## src/rtl/core/spwm_pkg.sv

```systemverilog
// Shared types and constants for the servo pulse sweep generator.
package spwm_pkg;

  // Default counter width
  localparam int unsigned CountBitsDef = 16;

  // Register file geometry
  localparam int unsigned CfgIdxBits  = 3;
  localparam int unsigned CfgDataBits = 16;
  localparam int unsigned WidthBits   = 16;
  localparam int unsigned FrameBits   = 8;

  // Register indexes
  typedef enum logic [CfgIdxBits-1:0] {
    REG_FRAME_PERIOD    = 3'd0,
    REG_SWEEP_LOW       = 3'd1,
    REG_SWEEP_HIGH      = 3'd2,
    REG_SWEEP_STEP      = 3'd3,
    REG_FRAMES_PER_STEP = 3'd4,
    REG_WIDTH_B         = 3'd5
  } spwm_reg_e;

  // Register reset values
  localparam logic [WidthBits-1:0] FramePeriodRst   = 16'd20000;
  localparam logic [WidthBits-1:0] SweepLowRst      = 16'd600;
  localparam logic [WidthBits-1:0] SweepHighRst     = 16'd2400;
  localparam logic [WidthBits-1:0] SweepStepRst     = 16'd3;
  localparam logic [FrameBits-1:0] FramesPerStepRst = 8'd5;
  localparam logic [WidthBits-1:0] WidthBRst        = 16'd1500;

  // Latched width reset value
  localparam logic [WidthBits-1:0] LatchedWidthRst  = 16'd1500;

endpackage

```

## src/rtl/core/spwm_if.sv

```systemverilog
// Valid/ready channel interfaces for tick items and result items.
interface spwm_tick_if;
  logic valid;
  logic ready;
  logic tick;

  modport source (output valid, output tick, input ready);
  modport sink   (input valid, input tick, output ready);
endinterface

interface spwm_res_if;
  logic        valid;
  logic        ready;
  logic        pulse_a;
  logic        pulse_b;
  logic        frame_start;
  logic [15:0] sweep_width;

  modport source (output valid, output pulse_a, output pulse_b, output frame_start,
                  output sweep_width, input ready);
  modport sink   (input valid, input pulse_a, input pulse_b, input frame_start,
                  input sweep_width, output ready);
endinterface

```

## src/rtl/core/servo_pwm_sweep.sv

```systemverilog
// Top level of the two-channel servo pulse generator with triangle sweep.
//
// Usage: each item on in_i carries one tick bit. A tick of 1 advances the
// tick counter by one; a tick of 0 changes nothing. Every accepted item
// yields exactly one result item on out_o: both channel levels, a frame
// start flag and the current channel A sweep width.
// The result of an item is presented from the result register in the cycle
// after the item is accepted.
// Throughput: one item per cycle while the receiver takes each result; the tick
// step is combinational adds and compares ahead of the state and result registers.
// Stall: in_i.ready follows the result register; while a result waits and
// the receiver holds ready low, no new item is taken. When the result is
// taken in the same cycle, a new item enters at once.
// Configuration: cfg_we_i writes cfg_data_i to register cfg_idx_i; write only
// while idle. Writes do not disturb counter or sweep state.
// Reset: rst_ni clears the counter, levels and sweep direction, loads the
// register defaults and starts the sweep at the default low bound.
module servo_pwm_sweep
  import spwm_pkg::*;
#(
  parameter int unsigned COUNT_BITS = CountBitsDef
) (
  input  logic                   clk_i,
  input  logic                   rst_ni,
  input  logic                   cfg_we_i,
  input  logic [CfgIdxBits-1:0]  cfg_idx_i,
  input  logic [CfgDataBits-1:0] cfg_data_i,
  spwm_tick_if.sink              in_i,
  spwm_res_if.source             out_o
);

  // Compare width covers both the counter and the 16 bit registers
  localparam int unsigned CmpBits = (COUNT_BITS > WidthBits) ? COUNT_BITS : WidthBits;

  // Configuration registers
  logic [WidthBits-1:0] frame_period_q, sweep_low_q, sweep_high_q, sweep_step_q, width_b_q;
  logic [FrameBits-1:0] frames_per_step_q;

  // Generator state
  logic [COUNT_BITS-1:0] tick_count_q, tick_count_d;
  logic [WidthBits-1:0]  lat_a_q, lat_a_d, lat_b_q, lat_b_d;
  logic                  level_a_q, level_a_d, level_b_q, level_b_d;
  logic [WidthBits-1:0]  sweep_q, sweep_d;
  logic                  falling_q, falling_d;
  logic [FrameBits-1:0]  frames_q, frames_d;
  logic                  start_d;

  // Result register
  logic                  res_valid_q;
  logic                  res_a_q, res_b_q, res_start_q;
  logic [WidthBits-1:0]  res_width_q;

  logic                  accept;
  logic [COUNT_BITS-1:0] next_cnt;
  logic [CmpBits-1:0]    next_ext, period_ext, lat_a_ext, lat_b_ext;
  logic [FrameBits-1:0]  frames_inc;
  logic [WidthBits:0]    sweep_up, low_plus_step;

  // Take an item when the result register is empty or being drained
  assign in_i.ready = !res_valid_q || out_o.ready;
  assign accept     = in_i.valid && in_i.ready;

  // Write configuration registers
  always_ff @(posedge clk_i or negedge rst_ni) begin
    if (!rst_ni) begin
      frame_period_q    <= FramePeriodRst;
      sweep_low_q       <= SweepLowRst;
      sweep_high_q      <= SweepHighRst;
      sweep_step_q      <= SweepStepRst;
      frames_per_step_q <= FramesPerStepRst;
      width_b_q         <= WidthBRst;
    end else if (cfg_we_i) begin
      case (cfg_idx_i)
        REG_FRAME_PERIOD:    frame_period_q    <= cfg_data_i;
        REG_SWEEP_LOW:       sweep_low_q       <= cfg_data_i;
        REG_SWEEP_HIGH:      sweep_high_q      <= cfg_data_i;
        REG_SWEEP_STEP:      sweep_step_q      <= cfg_data_i;
        REG_FRAMES_PER_STEP: frames_per_step_q <= cfg_data_i[FrameBits-1:0];
        REG_WIDTH_B:         width_b_q         <= cfg_data_i;
        default: ;
      endcase
    end
  end

  // Widen operands for the counter compares
  assign next_cnt      = tick_count_q + COUNT_BITS'(1);
  assign next_ext      = CmpBits'(next_cnt);
  assign period_ext    = CmpBits'(frame_period_q);
  assign lat_a_ext     = CmpBits'(lat_a_q);
  assign lat_b_ext     = CmpBits'(lat_b_q);
  assign frames_inc    = frames_q + FrameBits'(1);
  assign sweep_up      = {1'b0, sweep_q} + {1'b0, sweep_step_q};
  assign low_plus_step = {1'b0, sweep_low_q} + {1'b0, sweep_step_q};

  // Advance the tick counter, levels and sweep for one tick
  always_comb begin
    tick_count_d = tick_count_q;
    lat_a_d      = lat_a_q;
    lat_b_d      = lat_b_q;
    level_a_d    = level_a_q;
    level_b_d    = level_b_q;
    sweep_d      = sweep_q;
    falling_d    = falling_q;
    frames_d     = frames_q;
    start_d      = 1'b0;
    if (in_i.tick) begin
      if (next_ext >= period_ext) begin
        // Restart the frame and latch both widths
        tick_count_d = '0;
        level_a_d    = 1'b1;
        level_b_d    = 1'b1;
        lat_a_d      = sweep_q;
        lat_b_d      = width_b_q;
        start_d      = 1'b1;
        frames_d     = frames_inc;
        if (frames_inc >= frames_per_step_q) begin
          frames_d = '0;
          if (!falling_q) begin
            if (sweep_up >= {1'b0, sweep_high_q}) begin
              sweep_d   = sweep_high_q;
              falling_d = 1'b1;
            end else begin
              sweep_d = sweep_up[WidthBits-1:0];
            end
          end else begin
            if ({1'b0, sweep_q} <= low_plus_step) begin
              sweep_d   = sweep_low_q;
              falling_d = 1'b0;
            end else begin
              sweep_d = sweep_q - sweep_step_q;
            end
          end
        end
      end else begin
        // Drop each channel at its width
        tick_count_d = next_cnt;
        if (next_ext == lat_a_ext) begin
          level_a_d = 1'b0;
        end
        if (next_ext == lat_b_ext) begin
          level_b_d = 1'b0;
        end
      end
    end
  end

  // Hold generator state, update on accepted items
  always_ff @(posedge clk_i or negedge rst_ni) begin
    if (!rst_ni) begin
      tick_count_q <= '0;
      lat_a_q      <= LatchedWidthRst;
      lat_b_q      <= LatchedWidthRst;
      level_a_q    <= 1'b0;
      level_b_q    <= 1'b0;
      sweep_q      <= SweepLowRst;
      falling_q    <= 1'b0;
      frames_q     <= '0;
    end else if (accept) begin
      tick_count_q <= tick_count_d;
      lat_a_q      <= lat_a_d;
      lat_b_q      <= lat_b_d;
      level_a_q    <= level_a_d;
      level_b_q    <= level_b_d;
      sweep_q      <= sweep_d;
      falling_q    <= falling_d;
      frames_q     <= frames_d;
    end
  end

  // Track result valid
  always_ff @(posedge clk_i or negedge rst_ni) begin
    if (!rst_ni) begin
      res_valid_q <= 1'b0;
    end else if (accept) begin
      res_valid_q <= 1'b1;
    end else if (out_o.ready) begin
      res_valid_q <= 1'b0;
    end
  end

  // Load result payload
  always_ff @(posedge clk_i) begin
    if (accept) begin
      res_a_q     <= level_a_d;
      res_b_q     <= level_b_d;
      res_start_q <= start_d;
      res_width_q <= sweep_d;
    end
  end

  assign out_o.valid       = res_valid_q;
  assign out_o.pulse_a     = res_a_q;
  assign out_o.pulse_b     = res_b_q;
  assign out_o.frame_start = res_start_q;
  assign out_o.sweep_width = res_width_q;

endmodule

```

## src/flat_wrapper.sv

```systemverilog
// flat-port wrapper written by rule: the top's interface ports become plain ports
module servo_pwm_sweep_flat import spwm_pkg::*;
#(
  parameter int unsigned COUNT_BITS = CountBitsDef
)
  (clk_i, rst_ni, cfg_we_i, cfg_idx_i, cfg_data_i, in_i_valid, in_i_tick, in_i_ready, out_o_valid, out_o_pulse_a, out_o_pulse_b, out_o_frame_start, out_o_sweep_width, out_o_ready);
  spwm_tick_if in_i_i ();
  spwm_res_if out_o_i ();
  input  logic clk_i;
  input  logic rst_ni;
  input  logic cfg_we_i;
  input  logic [CfgIdxBits-1:0] cfg_idx_i;
  input  logic [CfgDataBits-1:0] cfg_data_i;
  input wire logic [$bits(in_i_i.valid)-1:0] in_i_valid;
  input wire logic [$bits(in_i_i.tick)-1:0] in_i_tick;
  output wire logic [$bits(in_i_i.ready)-1:0] in_i_ready;
  output wire logic [$bits(out_o_i.valid)-1:0] out_o_valid;
  output wire logic [$bits(out_o_i.pulse_a)-1:0] out_o_pulse_a;
  output wire logic [$bits(out_o_i.pulse_b)-1:0] out_o_pulse_b;
  output wire logic [$bits(out_o_i.frame_start)-1:0] out_o_frame_start;
  output wire logic [$bits(out_o_i.sweep_width)-1:0] out_o_sweep_width;
  input wire logic [$bits(out_o_i.ready)-1:0] out_o_ready;
  assign in_i_i.valid = in_i_valid;
  assign in_i_i.tick = in_i_tick;
  assign in_i_ready = in_i_i.ready;
  assign out_o_valid = out_o_i.valid;
  assign out_o_pulse_a = out_o_i.pulse_a;
  assign out_o_pulse_b = out_o_i.pulse_b;
  assign out_o_frame_start = out_o_i.frame_start;
  assign out_o_sweep_width = out_o_i.sweep_width;
  assign out_o_i.ready = out_o_ready;
  servo_pwm_sweep #(.COUNT_BITS(COUNT_BITS)) u_core (.clk_i(clk_i), .rst_ni(rst_ni), .cfg_we_i(cfg_we_i), .cfg_idx_i(cfg_idx_i), .cfg_data_i(cfg_data_i), .in_i(in_i_i), .out_o(out_o_i));
endmodule
```

## config.mk

```make
export PLATFORM = sky130hd
export DESIGN_NAME = servo_pwm_sweep_flat
export DESIGN_NICKNAME = d
export VERILOG_FILES = /design/src/rtl/core/spwm_pkg.sv /design/src/rtl/core/spwm_if.sv /design/src/rtl/core/servo_pwm_sweep.sv /design/src/flat_wrapper.sv
export SDC_FILE = /design/constraint.sdc
export NUM_CORES = 1
export LEC_CHECK = 0
export ABC_AREA = 1
export CAP_MARGIN = 30
export CORE_MARGIN = 4
export CORE_UTILIZATION = 50
export DETAILED_ROUTE_END_ITERATION = 10
export DONT_BUFFER_PORTS = 1
export MAX_ROUTING_LAYER = met4
export PLACE_DENSITY_LB_ADDON = 0.3
export SYNTH_ARGS = -nofsm -noshare
export SYNTH_HDL_FRONTEND = slang
export SYNTH_SLANG_ARGS = --single-unit
```

## constraint.sdc

```tcl
create_clock -name clk_i -period 4.2 [get_ports clk_i]
set_input_delay 0.84 -clock clk_i [delete_from_list [all_inputs] [get_ports clk_i]]
set_output_delay 0.84 -clock clk_i [all_outputs]
set_load 0.05 [all_outputs]
```

**Word-level counts from Yosys, hierarchy flattened**

Index checks and enable logic that the tools add are counted.

- Output and inout bits: 21
- Register bits after elaboration: 183
- Logic and storage cells: 69
- Input bits: 25

- $lt $le $gt $ge: 4
- Add/subtract/negate cells: 5
- Multiplexer cells: 20
- Reduce and logical (&&, ||, !) cells: 14
- Equality and inequality tests: 7

Operator list:

| operator | count |
|---|---|
| two-way mux 16 bit | 7 |
| adder 16 x 16 -> 17 bit | 2 |
| == test 16 bit | 2 |
| >= comparator 17 x 16 -> 1 bit | 1 |
| <= comparator 16 x 17 -> 1 bit | 1 |
| adder 16 x 1 -> 16 bit (second input constant) | 1 |
| >= comparator 16 bit | 1 |
| subtractor 16 bit | 1 |
| AND reduction 2 bit | 7 |
| two-way mux 1 bit | 12 |
| adder 8 x 1 -> 8 bit (second input constant) | 1 |
| >= comparator 8 bit | 1 |
| two-way mux 8 bit | 1 |
| == test 3 x 2 -> 1 bit (second input constant) | 2 |
| == test 3 bit (second input constant) | 2 |
| AND reduction 4 bit | 1 |
| == test 3 x 1 -> 1 bit (second input constant) | 1 |
| zero test 3 bit | 1 |
| AND reduction 3 bit | 1 |
| nonzero test 2 bit | 1 |
| logical AND 1 bit | 1 |
| zero test 1 bit | 1 |
| logical OR 1 bit | 1 |

**Longest topological paths before layout**

- Depth in word-level cells: 7
- Mapped depth: 31
- Gate-level depth less buffers: 30

**Worst setup path before layout**

OpenSTA, ideal clock, no wires.

- Path type: register to register
- Start point: register u_core.sweep_low_q[4]
- End point: register u_core.res_width_q[10], in the netlist u_core.out_o.sweep_width[10], data pin
- Clock period less this slack: 3.315 ns
- Setup time: 0.272 ns
- Path buffers: 1
- Stages on the path, launching flop included: 23
- Slack: 0.885 ns
- Arrival: 3.043 ns
- Path through: dfstp_2 ha_1 nand2_1 inv_1 nand4_1 and3_1 o21ai_1 nand2_1 nand2_1 a21oi_1 o21ai_1 xnor2_1 ha_1 nand2_1 nor4_1 nand2_1 nand4_1 nor2_4 nand2_2 buf_4 nand2_1 nand3_1 a22oi_1

- Longest elaborated chain between the ends: 7

RTL lines:

| item | line | source |
|---|---|---|
| start, declared | servo_pwm_sweep.sv:36 | `logic [WidthBits-1:0] frame_period_q, sweep_low_q, sweep_high_q, sweep_step_q, width_b_q;` |
| start signal, assigned | servo_pwm_sweep.sv:67 | `sweep_low_q <= SweepLowRst;` |
| start signal, assigned | servo_pwm_sweep.sv:75 | `REG_SWEEP_LOW: sweep_low_q <= cfg_data_i;` |
| adder 16 x 16 -> 17 bit | servo_pwm_sweep.sv:93 | `assign low_plus_step = {1'b0, sweep_low_q} + {1'b0, sweep_step_q};` |
| <= comparator 16 x 17 -> 1 bit | servo_pwm_sweep.sv:126 | `if ({1'b0, sweep_q} <= low_plus_step) begin` |
| two-way mux 16 bit | servo_pwm_sweep.sv:126 |  |
| two-way mux 16 bit | servo_pwm_sweep.sv:118 | `if (!falling_q) begin` |
| two-way mux 16 bit | servo_pwm_sweep.sv:116 | `if (frames_inc >= frames_per_step_q) begin` |
| two-way mux 16 bit | servo_pwm_sweep.sv:107 | `if (next_ext >= period_ext) begin` |
| two-way mux 16 bit | servo_pwm_sweep.sv:106 | `if (in_i.tick) begin` |
| named net u_core.sweep_d[10] | servo_pwm_sweep.sv:43 | `logic [WidthBits-1:0] sweep_q, sweep_d;` |
| end signal, assigned | servo_pwm_sweep.sv:187 | `res_width_q <= sweep_d;` |
| end, declared | servo_pwm_sweep.sv:51 | `logic [WidthBits-1:0] res_width_q;` |

The timed path passes the listed nets, and every way through them passes these cells.
A chain may end at the register's enable or synchronous reset.

**Final worst setup path**

- Start point: register u_core.sweep_q[8]
- End point: register u_core.res_width_q[6], in the netlist u_core.out_o.sweep_width[6], data pin

- Longest elaborated chain between the ends: 7
- Elaborated cells on any way between the ends: 9

RTL lines:

| item | line | source |
|---|---|---|
| start, declared | servo_pwm_sweep.sv:43 |  |
| start signal, assigned | servo_pwm_sweep.sv:155 | `sweep_q <= SweepLowRst;` |
| start signal, assigned | servo_pwm_sweep.sv:164 | `sweep_q <= sweep_d;` |
| adder 16 x 16 -> 17 bit | servo_pwm_sweep.sv:92 | `assign sweep_up = {1'b0, sweep_q} + {1'b0, sweep_step_q};` |
| >= comparator 17 x 16 -> 1 bit | servo_pwm_sweep.sv:119 | `if (sweep_up >= {1'b0, sweep_high_q}) begin` |
| two-way mux 16 bit | servo_pwm_sweep.sv:119 |  |
| two-way mux 16 bit (*) | servo_pwm_sweep.sv:118 |  |
| two-way mux 16 bit (*) | servo_pwm_sweep.sv:116 |  |
| two-way mux 16 bit (*) | servo_pwm_sweep.sv:107 |  |
| two-way mux 16 bit (*) | servo_pwm_sweep.sv:106 |  |
| named net u_core.sweep_d[6] | servo_pwm_sweep.sv:43 |  |

The timed path passes the listed nets; every way through them passes the cells marked *.

==> flow_summary.ini <==
[outcome]
status = complete, no violations

[yosys]
synth_area_um2 = 12600
postSynthCellCount = 1695
synth_compound_area_frac = 0.122
ys_seq_area_frac = 0.375
async_flop_share = 0.896
synth-simple-area-share = 0.255
yosysWarnings = 0
synth.ff_latch_count = 183
synthFlopType = dfrtp_1
synth-xor-area-share = 0.0383
synth_nets = 1828
synth_adder_area_share = 0.109
synth.area.mux_share = 0.000795
synth_edf_count = 19
yosysUniqueCellTypes = 45
syn_area_per_cell_um2 = 7.43
synth_top_family_by_area = simple AND/OR/NAND/NOR gates

[sta]
period_minus_slack_ps = 4000
setup-tns-final_ps = 0
setup_viol = 0
worstMarginPinSlew_ps = 1040
max_freq_ghz = 0.250
relSlewSlack = 0.303
whs_ps = 86.8
rsz0062_at_grt = no
fin_crit_sh = 0.952
skew_ps = 15.4
hold_viol = 0
layout_setup_ws_ps = 202
drv_slew = 0

[finish]
utilization = 0.560
drive_gt1_frac = 0.104
final_common_cell = nand2_1
multi_input_area_um2 = 6640
nNetsFinal = 1844
fill_cells = 2318
final_cell_mix = nand2_1 (464), inv_1 (257), o21ai_0 (155)
area_growth_syn_to_layout_pct = 9.02
seq_area_um2 = 4730
stdcell_area_um2 = 13700

[routing]
vias = 11163
dr.pass1.iters = 6
antenna_left = 0
drc = 0
wl_um = 37800
wire_per_inst_um = 18.4
via_per_inst = 5.45
drtIter0Drc = 1141

[pwr]
leakagePower_nw = 7.00
p_per_area_nw_per_um2 = 787
ir_drop_v = 0.000289

[clock_tree]
tritoncts = built
numClockSinks = 183
h-tree-depth = 4
clockBufferDepth = 2
hold_buffers = 0
insertion_delay_ps = 440
clk_pin_slew_ps = 70
numCtsBuffers = 17
root_buffer = clkbuf_16

[global_routing]
use_met3 = 0.0488
grt_max_degree = 165
global_route.usage.met2 = 0.412
grt_pass1_wl_um = 58700
top_usage_layer = met2
antenna_found_initial = 0
grt_pass1_vias = 10455
met1_usage = 0.395
grt_use_total = 0.277
overflow = 0

[placement]
hpwl_um = 29700
dp_slack_ps = 178
dpl_cell_area_um2 = 13100
io_buffers = 0
place_congestion = 1.00

[setup_path]
cp.arrival_ps = 4270
reg2reg_from = u_core.sweep_q[8]
ff2ff_setup_slack_ps = 200
crit_type = reg -> reg
crit_fanout = 12
reg2reg_depth = 21
critPathLaunchType = register
critPathRequiredTime_ps = 4470
r2r-end = u_core.out_o.sweep_width[6]
endpoint_kind = register

[die]
die_width_um = 167
core_um2 = 24500
num_io_pins = 46
rows = 57
dieHeight_um = 167
dieArea_um2 = 27800
start_util = 0.513

[run]
maxCapViolCount = 0

[worst_hold_path]
hold_class = in -> async
## report_power, final
part | switching (W) | internal (W) | leakage (nW)
clock network | 0.000787 | 0.000786 | 0.272
logic | 0.00402 | 0.00221 | 4.61
registers | 0.000600 | 0.00239 | 2.11
## Yosys cell counts, types with 4 or more instances
library cell	count	share of area
a21oi_2	8	0.0056
xnor2_1	15	0.010
nand3b_1	5	0.0030
o21ai_0	155	0.062
edfxtp_1	19	0.045
nand3_1	133	0.053
ha_1	105	0.10
nand2_1	466	0.14
dfstp_2	42	0.088
xor2_1	40	0.028
inv_1	257	0.077
nor2_4	5	0.0045
dfrtp_1	122	0.24
buf_2	13	0.0052
nand3_2	5	0.0040
o21ai_1	8	0.0032
a21o_1	7	0.0042
a21oi_1	72	0.029
buf_6	4	0.0036
inv_2	9	0.0027
nand4_1	15	0.0075
nand2_2	8	0.0040
nor3_1	16	0.0064
clkinv_1	4	0.0012
clkbuf_1	30	0.0089
nor2_1	76	0.023
nor2_2	11	0.0055
a22oi_1	16	0.0095
## worst max-delay path by stage
stage	slack (ps)	depth (start not counted)	startpoint	to
floorplan	880	22	u_core.sweep_low_q[4]	u_core.out_o.sweep_width[10]
global placement	190	27	u_core.sweep_step_q[1]	u_core.out_o.sweep_width[3]
detailed placement	180	27	u_core.sweep_step_q[1]	u_core.out_o.sweep_width[8]
CTS	150	27	u_core.sweep_step_q[1]	u_core.out_o.sweep_width[8]
global route	4	21	u_core.sweep_q[9]	u_core.out_o.sweep_width[1]
finish	200	21	u_core.sweep_q[8]	u_core.out_o.sweep_width[6]
## worst max-delay path, stage by stage (launching register included)
cell     delay (ps)
dfrtp_1         480
buf_4           190
ha_1            260
inv_1            70
o21ai_0         150
nand2_1         130
nand2_1          70
a21oi_1         210
nand3_1         130
nand2_1         170
inv_1            60
ha_1            220
a211o_1         250
nor2_1          180
nand3_2         150
nor2_8          200
buf_4           220
buf_4           200
a21oi_2          70
nor2_1          150
nor2_2           50
a22oi_1         200
## logic make-up after synthesis
family          after synthesis
simple gates                748
buf+inv                     319
compound gates              281
flops                       183
fa+ha+maj                   108
xor+xnor                     55
mux                           1
## flip-flops by register name, summed over array words and instances, names as in the netlist
| name | flops |
|---|---|
| u_core.sweep_step_q | 16 |
| u_core.out_o.sweep_width | 16 |
| u_core.sweep_q | 16 |
| u_core.sweep_low_q | 16 |
| u_core.out_o.valid | 1 |
| u_core.frames_per_step_q | 8 |
| u_core.width_b_q | 16 |
| u_core.out_o.frame_start | 1 |
| u_core.tick_count_q | 16 |
| u_core.out_o.pulse_b | 1 |
| u_core.sweep_high_q | 16 |
| u_core.frames_q | 8 |
| u_core.falling_q | 1 |
| u_core.frame_period_q | 16 |
| u_core.lat_a_ext | 16 |
| u_core.lat_b_ext | 16 |
| u_core.level_a_q | 1 |
| u_core.level_b_q | 1 |
| u_core.out_o.pulse_a | 1 |
## per-layer routing
layer,share of wire,up-vias
met4,0.024,0
met1,0.47,5243
li1,-,5466
met5,0,-
met3,0.067,59
met2,0.43,395
## per-stage QoR
step	power, W	instances
final	0.0108	2050
after floorplan	0.00719	1695
after CTS	0.0107	2045
after global routing	0.0117	2048
after detailed placement	0.00906	2013
after global placement	0.00901	2012
## final cells by class
cell class | count | area share
Antenna cell | 2 | 0.000365
Clock buffer | 18 | 0.0313
Tap cell | 324 | 0.0295
Inverter | 270 | 0.0738
Clock inverter | 14 | 0.00975
Multi-Input combinational cell | 1193 | 0.484
Timing Repair Buffer | 46 | 0.0273
Sequential cell | 183 | 0.344
## what timing repair did
action                                  in CTS  in global routing
endpoints found under the setup margin       0                 24
setup buffers                                0                  3
gates resized for setup                      0                 10
endpoints found under the hold margin        0                  0
Power figures use the tool's default switching activity.
